===== config.mk =====
export PLATFORM = sky130hd
export DESIGN_NAME = keyboard_event_to_boot_report
export DESIGN_NICKNAME = d
export VERILOG_FILES = /design/src/kbr_pkg.sv /design/src/kbr_front.sv /design/src/kbr_queue.sv /design/src/kbr_back.sv /design/src/keyboard_event_to_boot_report.sv
export SDC_FILE = /design/constraint.sdc
export NUM_CORES = 1
export LEC_CHECK = 0
export BUFFER_PORTS_ARGS = -buffer_cell sky130_fd_sc_hd__clkbuf_2
export CAP_MARGIN = 30
export CORE_MARGIN = 3
export CORE_UTILIZATION = 60
export DETAILED_ROUTE_END_ITERATION = 7
export HOLD_SLACK_MARGIN = 0.1
export PLACE_DENSITY = 0.81
export SYNTH_ARGS = -nofsm -noshare
export SYNTH_HDL_FRONTEND = slang
export SYNTH_SLANG_ARGS = --single-unit

===== constraint.sdc =====
create_clock -name aclk -period 4.7 [get_ports aclk]
set_input_delay 0 -clock aclk [delete_from_list [all_inputs] [get_ports aclk]]
set_output_delay 0 -clock aclk [all_outputs]
set_load 0.005 [all_outputs]

===== src/kbr_pkg.sv =====
// Shared types, constants and key tables for the keyboard boot report block.
// No dependencies; every other file imports this package.
package kbr_pkg;

    // Number of held-key slots kept in state, and slots carried in a report
    localparam int SLOT_COUNT   = 6;
    localparam int REPORT_SLOTS = 6;
    localparam int PAD_SLOTS    = (SLOT_COUNT > REPORT_SLOTS) ? SLOT_COUNT : REPORT_SLOTS;

    // Event class acted on
    localparam logic [4:0] EV_KEY_CLASS = 5'd1;

    // Release code of key_value; every other value is a press
    localparam logic [1:0] KEY_RELEASE = 2'd0;

    // Empty slot marker
    localparam logic [7:0] USAGE_NONE = 8'h00;

    typedef logic [7:0] usage_t;
    typedef logic [SLOT_COUNT-1:0][7:0] slot_vec_t;
    typedef logic [PAD_SLOTS-1:0][7:0]  pad_vec_t;

    // Input request
    typedef struct packed {
        logic [4:0] event_type;
        logic [9:0] key_code;
        logic [1:0] key_value;
    } ev_req_t;

    // Result report
    typedef struct packed {
        logic [7:0] modifier_bits;
        logic [7:0] usage_slot_0;
        logic [7:0] usage_slot_1;
        logic [7:0] usage_slot_2;
        logic [7:0] usage_slot_3;
        logic [7:0] usage_slot_4;
        logic [7:0] usage_slot_5;
    } report_t;

    // Classified command passed from front to back
    typedef struct packed {
        logic   is_mod;
        logic   press;
        logic [7:0] mask;
        usage_t usage;
    } cmd_t;

    // Modifier key code to modifier byte bit
    function automatic logic [7:0] modifier_mask(input logic [9:0] code);
        logic [7:0] m;
        case (code)
            10'd29:  m = 8'h01;  // left ctrl
            10'd42:  m = 8'h02;  // left shift
            10'd56:  m = 8'h04;  // left alt
            10'd125: m = 8'h08;  // left meta
            10'd97:  m = 8'h10;  // right ctrl
            10'd54:  m = 8'h20;  // right shift
            10'd100: m = 8'h40;  // right alt
            10'd126: m = 8'h80;  // right meta
            default: m = 8'h00;
        endcase
        return m;
    endfunction

    // Key code to HID usage; zero for an unmapped code
    function automatic usage_t usage_lookup(input logic [9:0] code);
        usage_t u;
        case (code[5:0])
            6'd30: u = 8'h04;  6'd48: u = 8'h05;  6'd46: u = 8'h06;
            6'd32: u = 8'h07;  6'd18: u = 8'h08;  6'd33: u = 8'h09;
            6'd34: u = 8'h0A;  6'd35: u = 8'h0B;  6'd23: u = 8'h0C;
            6'd36: u = 8'h0D;  6'd37: u = 8'h0E;  6'd38: u = 8'h0F;
            6'd50: u = 8'h10;  6'd49: u = 8'h11;  6'd24: u = 8'h12;
            6'd25: u = 8'h13;  6'd16: u = 8'h14;  6'd19: u = 8'h15;
            6'd31: u = 8'h16;  6'd20: u = 8'h17;  6'd22: u = 8'h18;
            6'd47: u = 8'h19;  6'd17: u = 8'h1A;  6'd45: u = 8'h1B;
            6'd21: u = 8'h1C;  6'd44: u = 8'h1D;
            6'd2:  u = 8'h1E;  6'd3:  u = 8'h1F;  6'd4:  u = 8'h20;
            6'd5:  u = 8'h21;  6'd6:  u = 8'h22;  6'd7:  u = 8'h23;
            6'd8:  u = 8'h24;  6'd9:  u = 8'h25;  6'd10: u = 8'h26;
            6'd11: u = 8'h27;
            6'd28: u = 8'h28;  6'd1:  u = 8'h29;  6'd14: u = 8'h2A;
            6'd15: u = 8'h2B;  6'd57: u = 8'h2C;
            default: u = USAGE_NONE;
        endcase
        if (code[9:6] != 4'd0) begin
            u = USAGE_NONE;
        end
        return u;
    endfunction

    // Occupied slots form a prefix: no empty slot before a full one
    function automatic logic slots_are_prefix(input slot_vec_t s);
        logic ok;
        ok = 1'b1;
        for (int i = 1; i < SLOT_COUNT; i++) begin
            if (s[i-1] == USAGE_NONE && s[i] != USAGE_NONE) begin
                ok = 1'b0;
            end
        end
        return ok;
    endfunction

endpackage


===== src/kbr_front.sv =====
// Front end: accepts key event requests, classifies them and drops those
// that cause no report. Depends on kbr_pkg.
module kbr_front
    import kbr_pkg::*;
(
    input  logic    aclk,
    input  logic    aresetn,
    input  logic    s_valid,
    output logic    s_ready,
    input  ev_req_t s_payload,
    output logic    cmd_valid,
    output cmd_t    cmd,
    input  logic    cmd_ready
);

    logic       valid_reg, valid_next;
    cmd_t       cmd_reg, cmd_next;
    logic [7:0] mask;
    usage_t     usage;
    logic       is_key;
    logic       accept;

    // Classification
    assign mask   = modifier_mask(s_payload.key_code);
    assign usage  = usage_lookup(s_payload.key_code);
    assign is_key = (s_payload.event_type == EV_KEY_CLASS);

    assign s_ready = !valid_reg || cmd_ready;
    assign accept  = s_valid && s_ready;

    always_comb begin
        valid_next = valid_reg;
        cmd_next   = cmd_reg;
        if (accept) begin
            valid_next     = is_key && (mask != 8'h00 || usage != USAGE_NONE);
            cmd_next.is_mod = (mask != 8'h00);
            cmd_next.press  = (s_payload.key_value != KEY_RELEASE);
            cmd_next.mask   = mask;
            cmd_next.usage  = usage;
        end else if (cmd_ready) begin
            valid_next = 1'b0;
        end
    end

    always_ff @(posedge aclk) begin
        if (!aresetn) begin
            valid_reg <= 1'b0;
        end else begin
            valid_reg <= valid_next;
        end
        cmd_reg <= cmd_next;
    end

    assign cmd_valid = valid_reg;
    assign cmd       = cmd_reg;

endmodule


===== src/kbr_queue.sv =====
// Two-entry command queue between front and back ends.
// Depends on kbr_pkg.
module kbr_queue
    import kbr_pkg::*;
(
    input  logic aclk,
    input  logic aresetn,
    input  logic in_valid,
    output logic in_ready,
    input  cmd_t in_cmd,
    output logic out_valid,
    input  logic out_ready,
    output cmd_t out_cmd
);

    localparam int DEPTH  = 2;
    localparam int PTR_W  = $clog2(DEPTH);
    localparam int CNT_W  = $clog2(DEPTH + 1);

    cmd_t             entry_reg [DEPTH];
    logic [PTR_W-1:0] wr_ptr_reg, wr_ptr_next;
    logic [PTR_W-1:0] rd_ptr_reg, rd_ptr_next;
    logic [CNT_W-1:0] count_reg, count_next;
    logic             push, pop;

    assign in_ready  = (count_reg != CNT_W'(DEPTH));
    assign out_valid = (count_reg != '0);
    assign push      = in_valid && in_ready;
    assign pop       = out_valid && out_ready;
    assign out_cmd   = entry_reg[rd_ptr_reg];

    // Pointer and fill tracking
    always_comb begin
        wr_ptr_next = wr_ptr_reg;
        rd_ptr_next = rd_ptr_reg;
        count_next  = count_reg;
        if (push) begin
            wr_ptr_next = (wr_ptr_reg == PTR_W'(DEPTH - 1)) ? '0 : wr_ptr_reg + 1'b1;
        end
        if (pop) begin
            rd_ptr_next = (rd_ptr_reg == PTR_W'(DEPTH - 1)) ? '0 : rd_ptr_reg + 1'b1;
        end
        case ({push, pop})
            2'b10:   count_next = count_reg + 1'b1;
            2'b01:   count_next = count_reg - 1'b1;
            default: count_next = count_reg;
        endcase
    end

    always_ff @(posedge aclk) begin
        if (!aresetn) begin
            wr_ptr_reg <= '0;
            rd_ptr_reg <= '0;
            count_reg  <= '0;
        end else begin
            wr_ptr_reg <= wr_ptr_next;
            rd_ptr_reg <= rd_ptr_next;
            count_reg  <= count_next;
        end
    end

    // Storage
    always_ff @(posedge aclk) begin
        if (push) begin
            entry_reg[wr_ptr_reg] <= in_cmd;
        end
    end

endmodule


===== src/kbr_back.sv =====
// Back end: applies commands to the held modifier byte and usage list and
// registers one report per command. Depends on kbr_pkg.
module kbr_back
    import kbr_pkg::*;
(
    input  logic      aclk,
    input  logic      aresetn,
    input  logic      cmd_valid,
    output logic      cmd_ready,
    input  cmd_t      cmd,
    output logic      m_valid,
    input  logic      m_ready,
    output report_t   m_payload,
    output slot_vec_t held_usages
);

    logic [7:0] held_mods_reg, held_mods_next;
    slot_vec_t  held_reg, held_next;
    slot_vec_t  added, removed, shifted;
    pad_vec_t   padded;
    logic       out_valid_reg, out_valid_next;
    report_t    out_reg, out_next;
    logic       take;
    logic       present, prev_full, hit;

    assign cmd_ready = !out_valid_reg || m_ready;
    assign take      = cmd_valid && cmd_ready;
    assign shifted   = slot_vec_t'(held_reg >> 8);

    // Press: append to the first empty slot unless already held
    always_comb begin
        present = 1'b0;
        for (int i = 0; i < SLOT_COUNT; i++) begin
            present |= (held_reg[i] == cmd.usage);
        end
        prev_full = 1'b1;
        added     = held_reg;
        for (int i = 0; i < SLOT_COUNT; i++) begin
            if (!present && prev_full && held_reg[i] == USAGE_NONE) begin
                added[i] = cmd.usage;
            end
            prev_full = (held_reg[i] != USAGE_NONE);
        end
    end

    // Release: drop the matching slot and close the gap
    always_comb begin
        hit = 1'b0;
        for (int i = 0; i < SLOT_COUNT; i++) begin
            hit |= (held_reg[i] == cmd.usage);
            removed[i] = hit ? shifted[i] : held_reg[i];
        end
    end

    // Next state and report
    always_comb begin
        held_next      = held_reg;
        held_mods_next = held_mods_reg;
        if (cmd.is_mod) begin
            held_mods_next = cmd.press ? (held_mods_reg | cmd.mask)
                                       : (held_mods_reg & ~cmd.mask);
        end else begin
            held_next = cmd.press ? added : removed;
        end
        padded                 = pad_vec_t'(held_next);
        out_next.modifier_bits = held_mods_next;
        out_next.usage_slot_0  = padded[0];
        out_next.usage_slot_1  = padded[1];
        out_next.usage_slot_2  = padded[2];
        out_next.usage_slot_3  = padded[3];
        out_next.usage_slot_4  = padded[4];
        out_next.usage_slot_5  = padded[5];
        out_valid_next = take ? 1'b1 : (m_ready ? 1'b0 : out_valid_reg);
    end

    always_ff @(posedge aclk) begin
        if (!aresetn) begin
            held_reg      <= '0;
            held_mods_reg <= 8'h00;
            out_valid_reg <= 1'b0;
        end else begin
            out_valid_reg <= out_valid_next;
            if (take) begin
                held_reg      <= held_next;
                held_mods_reg <= held_mods_next;
            end
        end
        if (take) begin
            out_reg <= out_next;
        end
    end

    assign m_valid     = out_valid_reg;
    assign m_payload   = out_reg;
    assign held_usages = held_reg;

endmodule


===== src/keyboard_event_to_boot_report.sv =====
// Top level: key event requests in, boot keyboard reports out.
// Depends on kbr_pkg, kbr_front, kbr_queue and kbr_back.
//
//  Channel  Dir  Payload    Handshake
//  s_       in   ev_req_t   s_valid / s_ready
//  m_       out  report_t   m_valid / m_ready
//
// One request per cycle sustained while m_ready holds; a reporting request
// is offered on m_ after the front register, queue and output register.
// Synchronous active-low reset empties the pipeline and clears held state.
// A stalled m_ side fills the output register, the two-entry queue and the
// front register before s_ready drops; requests causing no report leave the
// front stage silently.
module keyboard_event_to_boot_report
    import kbr_pkg::*;
(
    input  logic    aclk,
    input  logic    aresetn,
    input  logic    s_valid,
    output logic    s_ready,
    input  ev_req_t s_payload,
    output logic    m_valid,
    input  logic    m_ready,
    output report_t m_payload
);

    logic      f_valid, f_ready;
    cmd_t      f_cmd;
    logic      q_valid, q_ready;
    cmd_t      q_cmd;
    slot_vec_t held_usages;

    // Classification
    kbr_front u_front (
        .aclk      (aclk),
        .aresetn   (aresetn),
        .s_valid   (s_valid),
        .s_ready   (s_ready),
        .s_payload (s_payload),
        .cmd_valid (f_valid),
        .cmd       (f_cmd),
        .cmd_ready (f_ready)
    );

    // Decoupling queue
    kbr_queue u_queue (
        .aclk      (aclk),
        .aresetn   (aresetn),
        .in_valid  (f_valid),
        .in_ready  (f_ready),
        .in_cmd    (f_cmd),
        .out_valid (q_valid),
        .out_ready (q_ready),
        .out_cmd   (q_cmd)
    );

    // State update and report
    kbr_back u_back (
        .aclk        (aclk),
        .aresetn     (aresetn),
        .cmd_valid   (q_valid),
        .cmd_ready   (q_ready),
        .cmd         (q_cmd),
        .m_valid     (m_valid),
        .m_ready     (m_ready),
        .m_payload   (m_payload),
        .held_usages (held_usages)
    );

    // Non-key requests never reach the queue
    a_drop_non_key: assert property (@(posedge aclk) disable iff (!aresetn)
        s_valid && s_ready && s_payload.event_type != EV_KEY_CLASS |=> !f_valid)
        else $error("non-key request produced a command");

    // Back pressure only while the front stage holds a command
    a_stall_source: assert property (@(posedge aclk) disable iff (!aresetn)
        !s_ready |-> f_valid && !f_ready)
        else $error("input stalled without a blocked command");

    // Held usages always form a prefix of the slot list
    a_slot_prefix: assert property (@(posedge aclk) disable iff (!aresetn)
        slots_are_prefix(held_usages))
        else $error("gap in held usage list");

endmodule


**After elaboration in Yosys (flattened, before gate mapping)**

Memory sizes are Yosys's and may differ from the RTL's. A register that Yosys moved wholly into a read port is not among the register bits.
Cells that the tools add are included.

- Register bits after elaboration: 136
- Bits in read-only memories: 384
- Memory bits (writable): 36
- Output and inout port bits: 58
- Memories kept: 2
- Bits in latches: 0

Memories:

| name | words | bits a word | rd ports | clocked after memory_dff | wr ports | RTL line | RTL |
|---|---|---|---|---|---|---|---|
| (no name shown) | 64 | 6 | 1 | 0 | 0 | kbr_pkg.sv:69 | `case (code[5:0])` |
| u_queue.entry_reg | 2 | 18 | 1 | 1 | 1 | kbr_queue.sv:20 | `cmd_t entry_reg [DEPTH];` |

- Eq/ne operators: 18
- Bitwise logic cells: 8
- Multiplexer cells: 29
- $mul: 0
- Reductions and logical operators: 40
- $lt $le $gt $ge: 0
- $add $sub $neg: 4
- Div/mod/pow operators: 0
- Shifts and indexed selects: 0

Operators by type and width:

| operator | number |
|---|---|
| 2-to-1 mux 8 bit | 15 |
| 2-to-1 mux 48 bit | 2 |
| one-hot mux 8 bit (8 select lines) | 1 |
| nonzero test 8 bit | 7 |
| == test 8 bit | 6 |
| logical NOT 8 bit | 6 |
| == test 10 x 7 -> 1 bit (second input constant) | 4 |
| == test 10 x 6 -> 1 bit (second input constant) | 3 |
| logical AND 1 bit | 15 |
| == test 10 x 5 -> 1 bit (second input constant) | 1 |
| 2-to-1 mux 1 bit | 10 |
| nonzero test 2 bit | 5 |
| AND 8 bit | 1 |
| inverter 8 bit | 1 |
| bitwise OR 8 bit | 1 |
| == test 5 x 1 -> 1 bit (second input constant) | 1 |
| bitwise OR 1 bit | 5 |
| one-hot mux 2 bit (2 select lines) | 1 |
| nonzero test 4 bit | 1 |
| logical NOT 1 bit | 3 |
| logical OR 1 bit | 3 |
| adder 1 bit (second input constant) | 2 |
| adder 2 x 1 -> 2 bit (second input constant) | 1 |
| == test 2 x 1 -> 1 bit (second input constant) | 1 |
| 3 further kinds | 3 |

**Logic depth before layout (Yosys ltp)**

Gate-level depths: netlist of run 1.

- Depth in word-level cells: 12
- Mapped depth: 12

**By module**

A second synthesis of run 1 with hierarchy kept.

- Cell total of the unflattened synthesis: 837
- Area, all modules: 8922.3 sq um

By module, submodules not included:

| module | times used | area each (sq um) | seq. area each (sq um) | cells an instance |
|---|---|---|---|---|
| kbr_back | 1 | 6105.9 | 2822.7 | 619 |
| kbr_queue | 1 | 1529.0 | 1181.1 | 80 |
| kbr_front | 1 | 1287.5 | 500.5 | 138 |

**Worst setup path after synthesis of run 1**

OpenSTA, ideal clock, no wires.

- Path kind: reg2reg
- From: register u_back.out_valid_reg (netlist: u_back.m_valid)
- To: register u_queue.count_reg[1]
- Path buffers: 1
- Data arrival time: 3.673 ns
- Stages on the path, launching flop included: 8
- Clock period less this slack: 3.743 ns
- Slack: 0.957 ns
- Cell sequence: dfxtp_1 -> nor2b_1 -> or2_2 -> inv_2 -> buf_1 -> ha_1 -> or3_1 -> a21oi_1

- Word-level cells in the longest chain between the ends: 5

Ends and longest elaborated chain:

| item | RTL line | RTL |
|---|---|---|
| start: declaration | kbr_back.sv:21 | `logic out_valid_reg, out_valid_next;` |
| start signal: assignment | kbr_back.sv:82 | `out_valid_reg <= out_valid_next;` |
| logical NOT 1 bit (*) | kbr_back.sv:26 | `assign cmd_ready = !out_valid_reg \|\| m_ready;` |
| logical OR 1 bit (*) | kbr_back.sv:26 |  |
| logical AND 1 bit (*) | kbr_queue.sv:29 | `assign pop = out_valid && out_ready;` |
| == test 2 x 1 -> 1 bit or == test 2 bit (tied branches) | kbr_queue.sv:43 | `case ({push, pop})` |
| one-hot mux 2 bit (2 select lines) or nonzero test 2 bit (tied branches) | -- |  |
| end signal: assignment | kbr_queue.sv:58 | `count_reg <= count_next;` |
| end: declaration | kbr_queue.sv:23 | `logic [CNT_W-1:0] count_reg, count_next;` |

Every way passes the cells marked *; elsewhere a longest branch is shown, timed or not.
A chain may end at the register's enable or synchronous reset.

==> summary.md, run 1 <==
| Metric | Value |
|---|---|
| Max Clock Skew | 9.61 ps |
| Initial detailed-routing violation count | 747 |
| Unrepaired setup endpoints after global routing | false |
| Cell Chain, Critical Path | mux2i_4, xnor2_1, nor2_1, nand4_1, and3_1, nand4_1, a21oi_1, o221a_2 |
| Syn Nets | 786 |
| Fin crit share | 0.850 |
| Number of flip-flops in the largest register | 56 |
| Crit path kind | reg -> reg |
| Detailed-route DRC error count | 0 |
| Layout cell share with drive strength beyond 1 | 0.198 |
| Sequential share of the synthesized area | 0.527 |
| Final GP Congestion | 1.01 |
| CP peak stage delay | between 800 and 900 ps |
| First-pass GRT wire length | 33.8 mm |
| Final setup violation count | 0 |
| Slew @ Worst Pin | roughly 940 ps |
| Longest Clk Path Bufs | 2 |
| Dpl hpwl | 15.4 mm |
| Min Clock Period, post-route | 3990 ps |
| Slew Limit Fails | 0 |
| DR WL met2 | 10.7 mm |
| Slew headroom | 0.369 |
| Highest routed layer | met4 |
| I/O pin total | 79 |
| Max cap viols | 0 |
| Worst Setup End Kind | register |
| Final Non-Filler Cells | 1023 |
| Nets | 863 |
| Post-CTS sizing | 0 |
| Outcome | finished clean |
| Via count | 6600 |
| Power per Cell Area | 401 mW/mm^2 |
| Leak Pwr | 3.48 nW |
| Post-Synthesis Cell Area | 0.00831 sq mm |
| Met1 WL | roughly 8.4 mm |
| Syn-to-layout area delta | 13.7% |
| Fill count | 978 |
| Worst skew pair latency | 430 ps |
| Primary FF master, synth | edfxtp_1 |
| #FFs+latches synth | 167 |
| Routed Antenna Nets | 0 |
| Total Routed Length | around 22 mm |
| Most frequent cells after synthesis | edfxtp_1 (104), nor2_1 (72), nand2_1 (71) |
| Synth cell types | 72 |
| CTS tree | yes |
| Area leader, netlist | edfxtp_1 |
| CTS Sinks | 167 |
| Worst Hold Class | in -> reg |
| N_diodes | 0 |
| Gr usage total | 0.295 |
| VDD IR max | 0.000268 V |
| Cell count after placement | between 900 and 1k |
| Die ar. | 0.0153 sq mm |
| Number of H-tree levels | 4 |
| Data arrival time of the worst path | around 4300 ps |
| Syn_area_per_cell | 11.0 sq um |
| Crit path max fanout | 15 |
| Site Rows | 42 |
| Crit start category | register |
| TritonCTS Buffers | 17 |
| CORE AREA | 0.0134 sq mm |
| Vias per inst | about 6.5 |
| Die width | 124 um |
| Main area contributors after synthesis | edfxtp_1 (38%), dfxtp_1 (15%), mux2i_1 (4.7%) |
| Fin. Hold Viols | 0 |
| Yosys warning total | 0 |
| Largest net degree at the start of global routing | 50 |
| Avg WL per Cell | between 20 and 25 um |
| Met3 WL | 1.98 mm |
| Setup bufs post-CTS | 0 |
| Slowest CP cell | dfxtp_1 |
| Cell family with most CP delay | simple AND/OR/NAND/NOR gates |
| GRT overflow | 0 |
| DIE HEIGHT | 124 um |
| Root Driver | clkbuf_16 |
| Initial Util | 0.620 |
| CP dominant cell by count | nand4_1 |
| Max Fclk | 250 MHz |
| Yosys top cell area share | 0.376 |
| Clock Pin Slew Worst Setup and Hold Paths | 70 ps |
| Initial antenna violation count | 0 |
| Port bufs | 78 |
| Count leader, synth | edfxtp_1 |
| Mapped Cells | 757 |
| Vias in the first global route | 6342 |
| 1st-pass router iterations | 8 |
| Buffer and inverter count on the worst path | 0 |
| Power, Total | roughly 3.8 mW |
| EDFF count, synth | 104 |
| FFs w/ async S/R, synth | 0 |
| Setup TNS Final | 0 ps |
| CP required | 5000 ps |
## tightest hold or removal path, delay by kind of cell
kind / cells / cell delay [ps]
buf+inv: 1 / 240
compound gates: 1 / 80
simple gates: 1 / 200
## layer usage
metal  global-route usage  vias to the layer above
li1                     -                     2982
met1                0.365                     3102
met2                0.489                      429
met3               0.0563                       87
met4                0.155                        0
met5                    0                        -
## cells in the final DEF (no fill, tap or decap), types with 9 or more instances in the layout
cell       netlist  routed
edfxtp_1       104     104
clkbuf_16        0      17
nand3_1         17      17
a22o_1          12      12
buf_4            4      12
a221o_1         12      12
nor3_1          23      23
nand2_1         71      71
a211oi_1         9       9
clkbuf_2         0      78
dfxtp_1         63      63
mux2i_1         39      39
nor4_1          13      13
a21oi_1         46      46
nor2_1          72      72
a21o_1          14      14
xnor2_1         33      33
o21ai_0         35      35
inv_1           10      10
## layout make-up
cell class / instances / area [sq um] / share of cell area
flip-flops and latches: 167 / 4380 / 0.464
clock buffers: 17 / 425 / 0.0450
repair buffers: 98 / 561 / 0.0593
clock inverters: 15 / 143 / 0.0151
well taps: 176 / 220 / 0.0233
multi-input cells: 538 / 3680 / 0.389
inverters: 12 / 45.0 / 0.00476
## worst paths after layout
kind,startpoint,endpoint,slack (ps),cells after the start
worst min register to register,u_front.cmd[10],u_queue.entry_reg[0][10],450,0
worst max-delay path,register,u_back.m_payload[44],710,8
worst max register to register,register,u_back.m_payload[44],710,8
worst min-delay path,aresetn,u_back.held_usages[45],150,3
## cell families (layout without fill, tap and decap cells)
family | Yosys count | after routing | synth area share
AOI/OAI and AO/OA | 181 | 181 | 0.153
and+or+nand+nor | 252 | 252 | 0.157
adders and majority gates | 8 | 8 | 0.0120
buffers and inverters | 52 | 142 | 0.0304
muxes | 56 | 56 | 0.0774
DFF | 167 | 167 | 0.527
xor gates and xnor gates | 41 | 41 | 0.0432
## through the flow
step	util	cell area (sq um)	hold WS, ps	setup WS [ps]
5_1_grt	0.706	9460	179	592
3_5_place_dp	0.657	8810	271	857
4_1_cts	0.706	9460	118	835
6_report	0.706	9460	146	706
3_3_place_gp	0.657	8810	264	1100
2_1_floorplan	-	8310	178	957
## what timing repair did
action | CTS | global route
setup endpoints to repair | 0 | 0
hold buffers | 8 | 0
endpoints found under the hold margin | 7 | 0
## where the power goes
group / leakage [nW] / switching (mW) / internal [mW]
sequential: 1.49 / 0.0568 / 1.71
combinational: 1.72 / 0.435 / 0.244
clock: 0.277 / 0.604 / 0.742
(Power assumes the default switching activity.)
==> inputs of run 2 (changes only) <==
ABC_AREA = 1   (was not set)
CORE_UTILIZATION = 55   (was 60)
PLACE_DENSITY = 0.77   (was 0.81)
clock period = 3.3 ns   (was 4.7 ns; I/O delays follow)
==> summary.md, run 2 <==
| Metric | Value |
|---|---|
| Outcome | finished clean (unchanged) |
| Cell count after placement | 1492 (was 983) |
| Gr usage total | 0.276 (was 0.295) |
| Mapped Cells | 1224 (was 757) |
| Final GP Congestion | 0.988 (was 1.01) |
| Syn Nets | 1253 (was 786) |
| Min Clock Period, post-route | 3020 ps (was 3990 ps) |
| Die width | 136 um (was 124 um) |
| Detailed-route DRC error count | 0 (unchanged) |
| Vias in the first global route | 7897 (was 6342) |
| Clock Pin Slew Worst Setup and Hold Paths | 70 ps (about the same) |
| Number of H-tree levels | 4 (unchanged) |
| Setup bufs post-CTS | 0 (unchanged) |
| Routed Antenna Nets | 0 (unchanged) |
| Commonest non-fill, non-tap cell in the layout | nand2_1 (was edfxtp_1) |
| Via count | 8594 (was 6600) |
| DIE HEIGHT | 136 um (was 124 um) |
| Crit path kind | reg -> reg (unchanged) |
| Total Routed Length | 24.8 mm (was 22.0 mm) |
| CORE AREA | 0.0162 sq mm (was 0.0134 sq mm) |
| Cell family with most CP delay | simple AND/OR/NAND/NOR gates (unchanged) |
| Worst Hold Class | in -> reg (unchanged) |
| Data arrival time of the worst path | 3380 ps (was 4290 ps) |
| Cell Chain, Critical Path | bufinv_8, nand2_4, nand2_4, inv_2, nand2_1, nand3_1, nor2_1, nand2_1, nand3_4, nor2_8, nand4_1, nand2_1, nand3_1, nand2_1, nand2_1, a21oi_1 (was mux2i_4, xnor2_1, nor2_1, nand4_1, and3_1, nand4_1, a21oi_1, o221a_2) |
| Nets | 1340 (was 863) |
| Die ar. | 0.0184 sq mm (was 0.0153 sq mm) |
| Slowest CP cell | dfxtp_1 (unchanged) |
| CTS tree | yes (unchanged) |
| Power per Cell Area | 951 mW/mm^2 (was 401 mW/mm^2) |
| FFs w/ async S/R, synth | 0 (unchanged) |
| Longest Clk Path Bufs | 2 (unchanged) |
| Area leader, netlist | edfxtp_1 (unchanged) |
| GRT overflow | 0 (unchanged) |
| CP required | 3660 ps (was 5000 ps) |
| N_diodes | 0 (unchanged) |
| Main area contributors after synthesis | edfxtp_1 (34%), nand2_1 (14%), dfxtp_1 (14%) (was edfxtp_1 (38%), dfxtp_1 (15%), mux2i_1 (4.7%)) |
| Reg area | 0.00438 sq mm (unchanged) |
| Post-CTS sizing | 0 (unchanged) |
| Area of the multi-input gates | 0.00400 sq mm (was 0.00368 sq mm) |
| 1st-pass router iterations | 6 (was 8) |
| Slew Limit Fails | 0 (unchanged) |
| CP peak stage delay | 400 ps (was 810 ps) |
| Root Driver | clkbuf_16 (unchanged) |
| Slew @ Worst Pin | 871 ps (was 943 ps) |
| CP dominant cell by count | nand2_1 (was nand4_1) |
| Buffer and inverter count on the worst path | 2 (was 0) |
| Vias per inst | 5.58 (was 6.45) |
| Avg WL per Cell | 16.1 um (was 21.5 um) |
| Initial detailed-routing violation count | 748 (was 747) |
| Number of flip-flops in the largest register | 56 (unchanged) |
| Site Rows | 46 (was 42) |
| #FFs+latches synth | 167 (unchanged) |
| Sequential share of the synthesized area | 0.473 (was 0.527) |
| Met1 WL | 9.82 mm (was 8.40 mm) |
| Yosys top cell area share | 0.337 (was 0.376) |
| Post-Synthesis Cell Area | 0.00927 sq mm (was 0.00831 sq mm) |
| Largest net degree at the start of global routing | 111 (was 50) |
| Leak Pwr | 5.27 nW (was 3.48 nW) |
| First-pass GRT wire length | 39.7 mm (was 33.8 mm) |
| Primary FF master, synth | edfxtp_1 (unchanged) |
| Max cap viols | 0 (unchanged) |
| DR WL met2 | 12.5 mm (was 10.7 mm) |
| Count leader, synth | nand2_1 (was edfxtp_1) |
| Dpl hpwl | 17.1 mm (was 15.4 mm) |
| Power, Total | 10.1 mW (was 3.79 mW) |
| CTS Sinks | 167 (unchanged) |
| Layout cell share with drive strength beyond 1 | 0.128 (was 0.198) |
| Crit start category | register (unchanged) |
| TritonCTS Buffers | 17 (unchanged) |
| I/O pin total | 79 (unchanged) |
| Most frequent cells in the layout | nand2_1 (339), inv_1 (175), nand3_1 (135) (was edfxtp_1 (104), clkbuf_2 (78), nor2_1 (72)) |
| Unrepaired setup endpoints after global routing | false (unchanged) |
| Worst skew pair latency | 440 ps (was 430 ps) |
| Worst Setup End Kind | register (unchanged) |
| Final setup violation count | 0 (unchanged) |
| Port bufs | 78 (unchanged) |
| Final core occ | 0.659 (was 0.706) |
| Initial Util | 0.573 (was 0.620) |
| Yosys warning total | 0 (unchanged) |
| Hold_ws | 153 ps (was 146 ps) |
| Syn-to-layout area delta | 15.1% (was 13.7%) |
| Most frequent cells after synthesis | nand2_1 (339), inv_1 (175), nand3_1 (135) (was edfxtp_1 (104), nor2_1 (72), nand2_1 (71)) |
| Hold buffer count at cts | 16 (was 8) |
| Synth cell types | 41 (was 72) |
| Fin crit share | 0.916 (was 0.850) |
| Fin. Hold Viols | 0 (unchanged) |
| EDFF count, synth | 104 (unchanged) |
| Max Fclk | 331 MHz (was 250 MHz) |
| Highest routed layer | met4 (unchanged) |
| Initial antenna violation count | 0 (unchanged) |
| Fill count | 1379 (was 978) |
| VDD IR max | 0.000726 V (was 0.000268 V) |
| Crit path max fanout | 19 (was 15) |
| Final Non-Filler Cells | 1540 (was 1023) |
| Setup TNS Final | 0 ps (unchanged) |
| Met3 WL | 1.77 mm (was 1.98 mm) |
| Syn_area_per_cell | 7.57 sq um (was 11.0 sq um) |
| Slew headroom | 0.419 (was 0.369) |
| Max Clock Skew | 16.1 ps (was 9.61 ps) |
-- run 2: cell types whose count changed in the layout (fill, tap and decap cells not counted), moves of 14 or more --
cell | before | now
mux2i_1 | 39 | 8
o21ai_0 | 35 | 93
a21oi_1 | 46 | 78
a21o_1 | 14 | 0
nand2_1 | 71 | 339
inv_1 | 10 | 175
xnor2_1 | 33 | 0
nand3_1 | 17 | 135
-- run 2: logic make-up (layout without fill, tap and decap cells) --
| family | after synthesis | count (layout) | share of synthesized area |
|---|---|---|---|
| compound gates | 207 | 207 | 0.120 |
| mux | 8 | 8 | 0.00864 |
| buf+inv | 230 | 330 | 0.0972 |
| simple gates | 598 | 598 | 0.284 |
| xor+xnor | 6 | 6 | 0.00567 |
| fa+ha+maj | 8 | 8 | 0.0108 |
| flops | 167 | 167 | 0.473 |
-- run 2: worst register-to-register path: cells and delay by family (launching register included) --
kind	cells	cell delay [ps]
compound gates	1	130
flops	1	400
simple gates	13	1930
buf+inv	2	510
-- run 2: area by class of cell --
type | count | area share
flip-flops and latches | 167 | 0.411
multi-input cells | 827 | 0.375
repair buffers | 119 | 0.0704
inverters | 179 | 0.0643
clock buffers | 20 | 0.0419
well taps | 216 | 0.0253
clock inverters | 12 | 0.0123
-- run 2: final timing paths --
| kind | startpoint | to | slack, ps | cells past startpoint |
|---|---|---|---|---|
| worst max-delay path | register | u_back.held_usages[3] | 280 | 16 |
| worst min-delay path | s_payload[6] | u_front.cmd[8] | 150 | 3 |
| worst max register to register | register | u_back.held_usages[3] | 280 | 16 |
| worst min register to register | u_front.cmd[3] | u_queue.entry_reg[1][3] | 440 | 0 |
-- run 2: routing by layer --
metal	track usage	up-vias
met2	0.466	403
met4	0.115	0
met1	0.349	3934
met3	0.0509	58
li1	-	4199
met5	0	-
-- run 2: stage by stage --
step / setup WS, ps / area (sq um)
after global placement: 424 / 9930
after global routing: 46.8 / 10700
after floorplan: 676 / 9270
after detailed placement: 339 / 9930
after CTS: 317 / 10700
final: 276 / 10700
-- run 2: power breakdown --
group          internal (mW)  total [mW]  switching [mW]
Sequential              3.01        3.31           0.301
Clock                   1.09        1.95           0.864
Combinational           1.59        4.88            3.29
==> inputs of run 3 (changes only) <==
BUFFER_PORTS_ARGS = -buffer_cell sky130_fd_sc_hd__buf_2   (was -buffer_cell sky130_fd_sc_hd__clkbuf_2)
CORE_UTILIZATION = 60   (was 55)
PLACE_DENSITY = 0.8   (was 0.77)
clock period = 3.4 ns   (was 3.3 ns; I/O delays follow)
==> summary.md, run 3 (synthesis results as in run 2) <==
| Metric | Value |
|---|---|
| Outcome | finished clean (unchanged) |
| Site Rows | 44 (was 46) |
| Leak Pwr | 5.28 nW (was 5.27 nW) |
| CP peak stage delay | 480 ps (was 400 ps) |
| CTS tree | yes (unchanged) |
| Crit path kind | reg -> reg (unchanged) |
| Final Non-Filler Cells | 1510 (was 1540) |
| Placed Instance Area | 0.00987 sq mm (was 0.00993 sq mm) |
| Sequential Power Share | 0.325 (was 0.327) |
| GRT overflow | 0 (unchanged) |
| Max cap viols | 0 (unchanged) |
| Post-layout instance area | 0.0107 sq mm (about the same) |
| Setup TNS Final | 0 ps (unchanged) |
| Dpl hpwl | 17.0 mm (was 17.1 mm) |
| Slew @ Worst Pin | 801 ps (was 871 ps) |
| Power, Total | 9.87 mW (was 10.1 mW) |
| CTS Sinks | 167 (unchanged) |
| Post-CTS sizing | 0 (unchanged) |
| Clk pwr share | 0.195 (was 0.192) |
| Vias in the first global route | 8047 (was 7897) |
| Grt peak-use layer | met2 (unchanged) |
| Layout cell share with drive strength beyond 1 | 0.129 (was 0.128) |
| Min Clock Period, post-route | 2970 ps (was 3020 ps) |
| N_diodes | 0 (unchanged) |
| Cell count after placement | 1459 (was 1492) |
| Slowest CP cell | dfxtp_1 (unchanged) |
| DIE HEIGHT | 130 um (was 136 um) |
| Worst Setup End Kind | register (unchanged) |
| Fin. Hold Viols | 0 (unchanged) |
| Crit path max fanout | 19 (unchanged) |
| Area of the multi-input gates | 0.00400 sq mm (unchanged) |
| Final GP Congestion | 1.02 (was 0.988) |
| Fin crit share | 0.873 (was 0.916) |
| Power per Cell Area | 926 mW/mm^2 (was 951 mW/mm^2) |
| First-pass GRT wire length | 39.7 mm (about the same) |
| CP required | 3590 ps (was 3660 ps) |
| Initial Util | 0.626 (was 0.573) |
| Via count | 8693 (was 8594) |
| Hold buffer count at cts | 19 (was 16) |
| Worst skew pair latency | 440 ps (about the same) |
| Avg WL per Cell | 16.5 um (was 16.1 um) |
| TritonCTS Buffers | 17 (unchanged) |
| Die ar. | 0.0170 sq mm (was 0.0184 sq mm) |
| Longest Clk Path Bufs | 2 (unchanged) |
| Cell Chain, Critical Path | bufinv_8, nand2_4, nand2_4, inv_2, nand2_1, nand3_1, nor2_1, nand2_1, nand3_4, nor2_8, nand3_2, nor2_4, nand2_2, nand2_1, nor2_1 (was bufinv_8, nand2_4, nand2_4, inv_2, nand2_1, nand3_1, nor2_1, nand2_1, nand3_4, nor2_8, nand4_1, nand2_1, nand3_1, nand2_1, nand2_1, a21oi_1) |
| Cell family with most CP delay | simple AND/OR/NAND/NOR gates (unchanged) |
| Crit start category | register (unchanged) |
| Buffer and inverter count on the worst path | 2 (unchanged) |
| Worst R2R Setup Slack | 430 ps (was 280 ps) |
| Number of H-tree levels | 4 (unchanged) |
| VDD IR max | 0.000624 V (was 0.000726 V) |
| Met1 Use GR | 0.375 (was 0.349) |
| Met3 GRT Util | 0.0675 (was 0.0509) |
| Initial antenna violation count | 0 (unchanged) |
| Total Routed Length | 24.9 mm (was 24.8 mm) |
| Port bufs | 78 (unchanged) |
| CP dominant cell by count | nand2_1 (unchanged) |
| Fill count | 1193 (was 1379) |
| Worst Hold Class | in -> reg (unchanged) |
| Pint | 5.47 mW (was 5.69 mW) |
| Most frequent cells in the layout | nand2_1 (339), inv_1 (175), nand3_1 (135) (unchanged) |
| 1st-pass router iterations | 5 (was 6) |
| Sw frac | 0.446 (was 0.439) |
| Largest net degree at the start of global routing | 51 (was 111) |
| Hold_ws | 181 ps (was 153 ps) |
| Slew headroom | 0.466 (was 0.419) |
| Die width | 130 um (was 136 um) |
| Nets | 1342 (was 1340) |
| Reg area | 0.00438 sq mm (unchanged) |
| Routed Antenna Nets | 0 (unchanged) |
| Unrepaired setup endpoints after global routing | false (unchanged) |
| I/O pin total | 79 (unchanged) |
| Commonest non-fill, non-tap cell in the layout | nand2_1 (unchanged) |
| Psw | 4.40 mW (was 4.46 mW) |
| Clock Pin Slew Worst Setup and Hold Paths | 70 ps (about the same) |
| Syn-to-layout area delta | 15.0% (was 15.1%) |
| Data arrival time of the worst path | 3150 ps (was 3380 ps) |
| Gr usage total | 0.300 (was 0.276) |
| Vias per inst | 5.76 (was 5.58) |
| Setup bufs post-CTS | 0 (unchanged) |
| Initial detailed-routing violation count | 1070 (was 748) |
| CORE AREA | 0.0148 sq mm (was 0.0162 sq mm) |
| Met2 Usage GRT | 0.490 (was 0.466) |
| Root Driver | clkbuf_16 (unchanged) |
| Slew Limit Fails | 0 (unchanged) |
| Number of flip-flops in the largest register | 56 (unchanged) |
| Max Clock Skew | 10.2 ps (was 16.1 ps) |
| Max Fclk | 337 MHz (was 331 MHz) |
| Comb pwr share | 0.480 (was 0.481) |
| Detailed-route DRC error count | 0 (unchanged) |
| Final setup violation count | 0 (unchanged) |
[run 3: path summary, 6_finish.rpt]
path | from | to | cells past startpoint
worst max-delay path | register | u_back.m_payload[7] | 15
worst min-delay path | s_payload[3] | u_front.cmd[0] | 4
worst max register to register | register | u_back.m_payload[7] | 15
worst min register to register | u_front.cmd[3] | u_queue.entry_reg[0][3] | 0
[run 3: layout make-up]
class,count,share of cell area
Clock buffer,18,0.0423
Clock inverter,14,0.0143
Inverter,179,0.0643
Multi-Input combinational cell,827,0.375
Sequential cell,167,0.411
Tap cell,184,0.0216
Timing Repair Buffer,121,0.0714
[run 3: metrics by stage]
| step | worst slack (ps) | utilization |
|---|---|---|
| 3_3_place_gp | 593 | 0.666 |
| 5_1_grt | 155 | 0.720 |
| 3_5_place_dp | 488 | 0.666 |
| 2_1_floorplan | 776 | - |
| 6_report | 432 | 0.720 |
| 4_1_cts | 473 | 0.720 |
[run 3: routing by layer]
metal,routed length [um],vias up
met5,0,-
met2,11900,446
met1,9600,3943
met3,2280,85
li1,-,4219
met4,1180,0
[run 3: worst min-delay path, cell delays in order]
cell and delay (ps):
buf_2 160, o21ai_0 110, nand4_1 110, inv_1 70
[run 3: power groups by stage]
stage | Sequential (mW) | Clock [mW] | Combinational, mW
2_1_floorplan | 3.23 | 0 | 3.22
3_3_place_gp | 3.23 | 0 | 4.54
3_5_place_dp | 3.24 | 0 | 4.62
4_1_cts | 3.21 | 1.94 | 4.66
5_1_grt | 3.27 | 2.03 | 5.29
6_report | 3.21 | 1.93 | 4.74
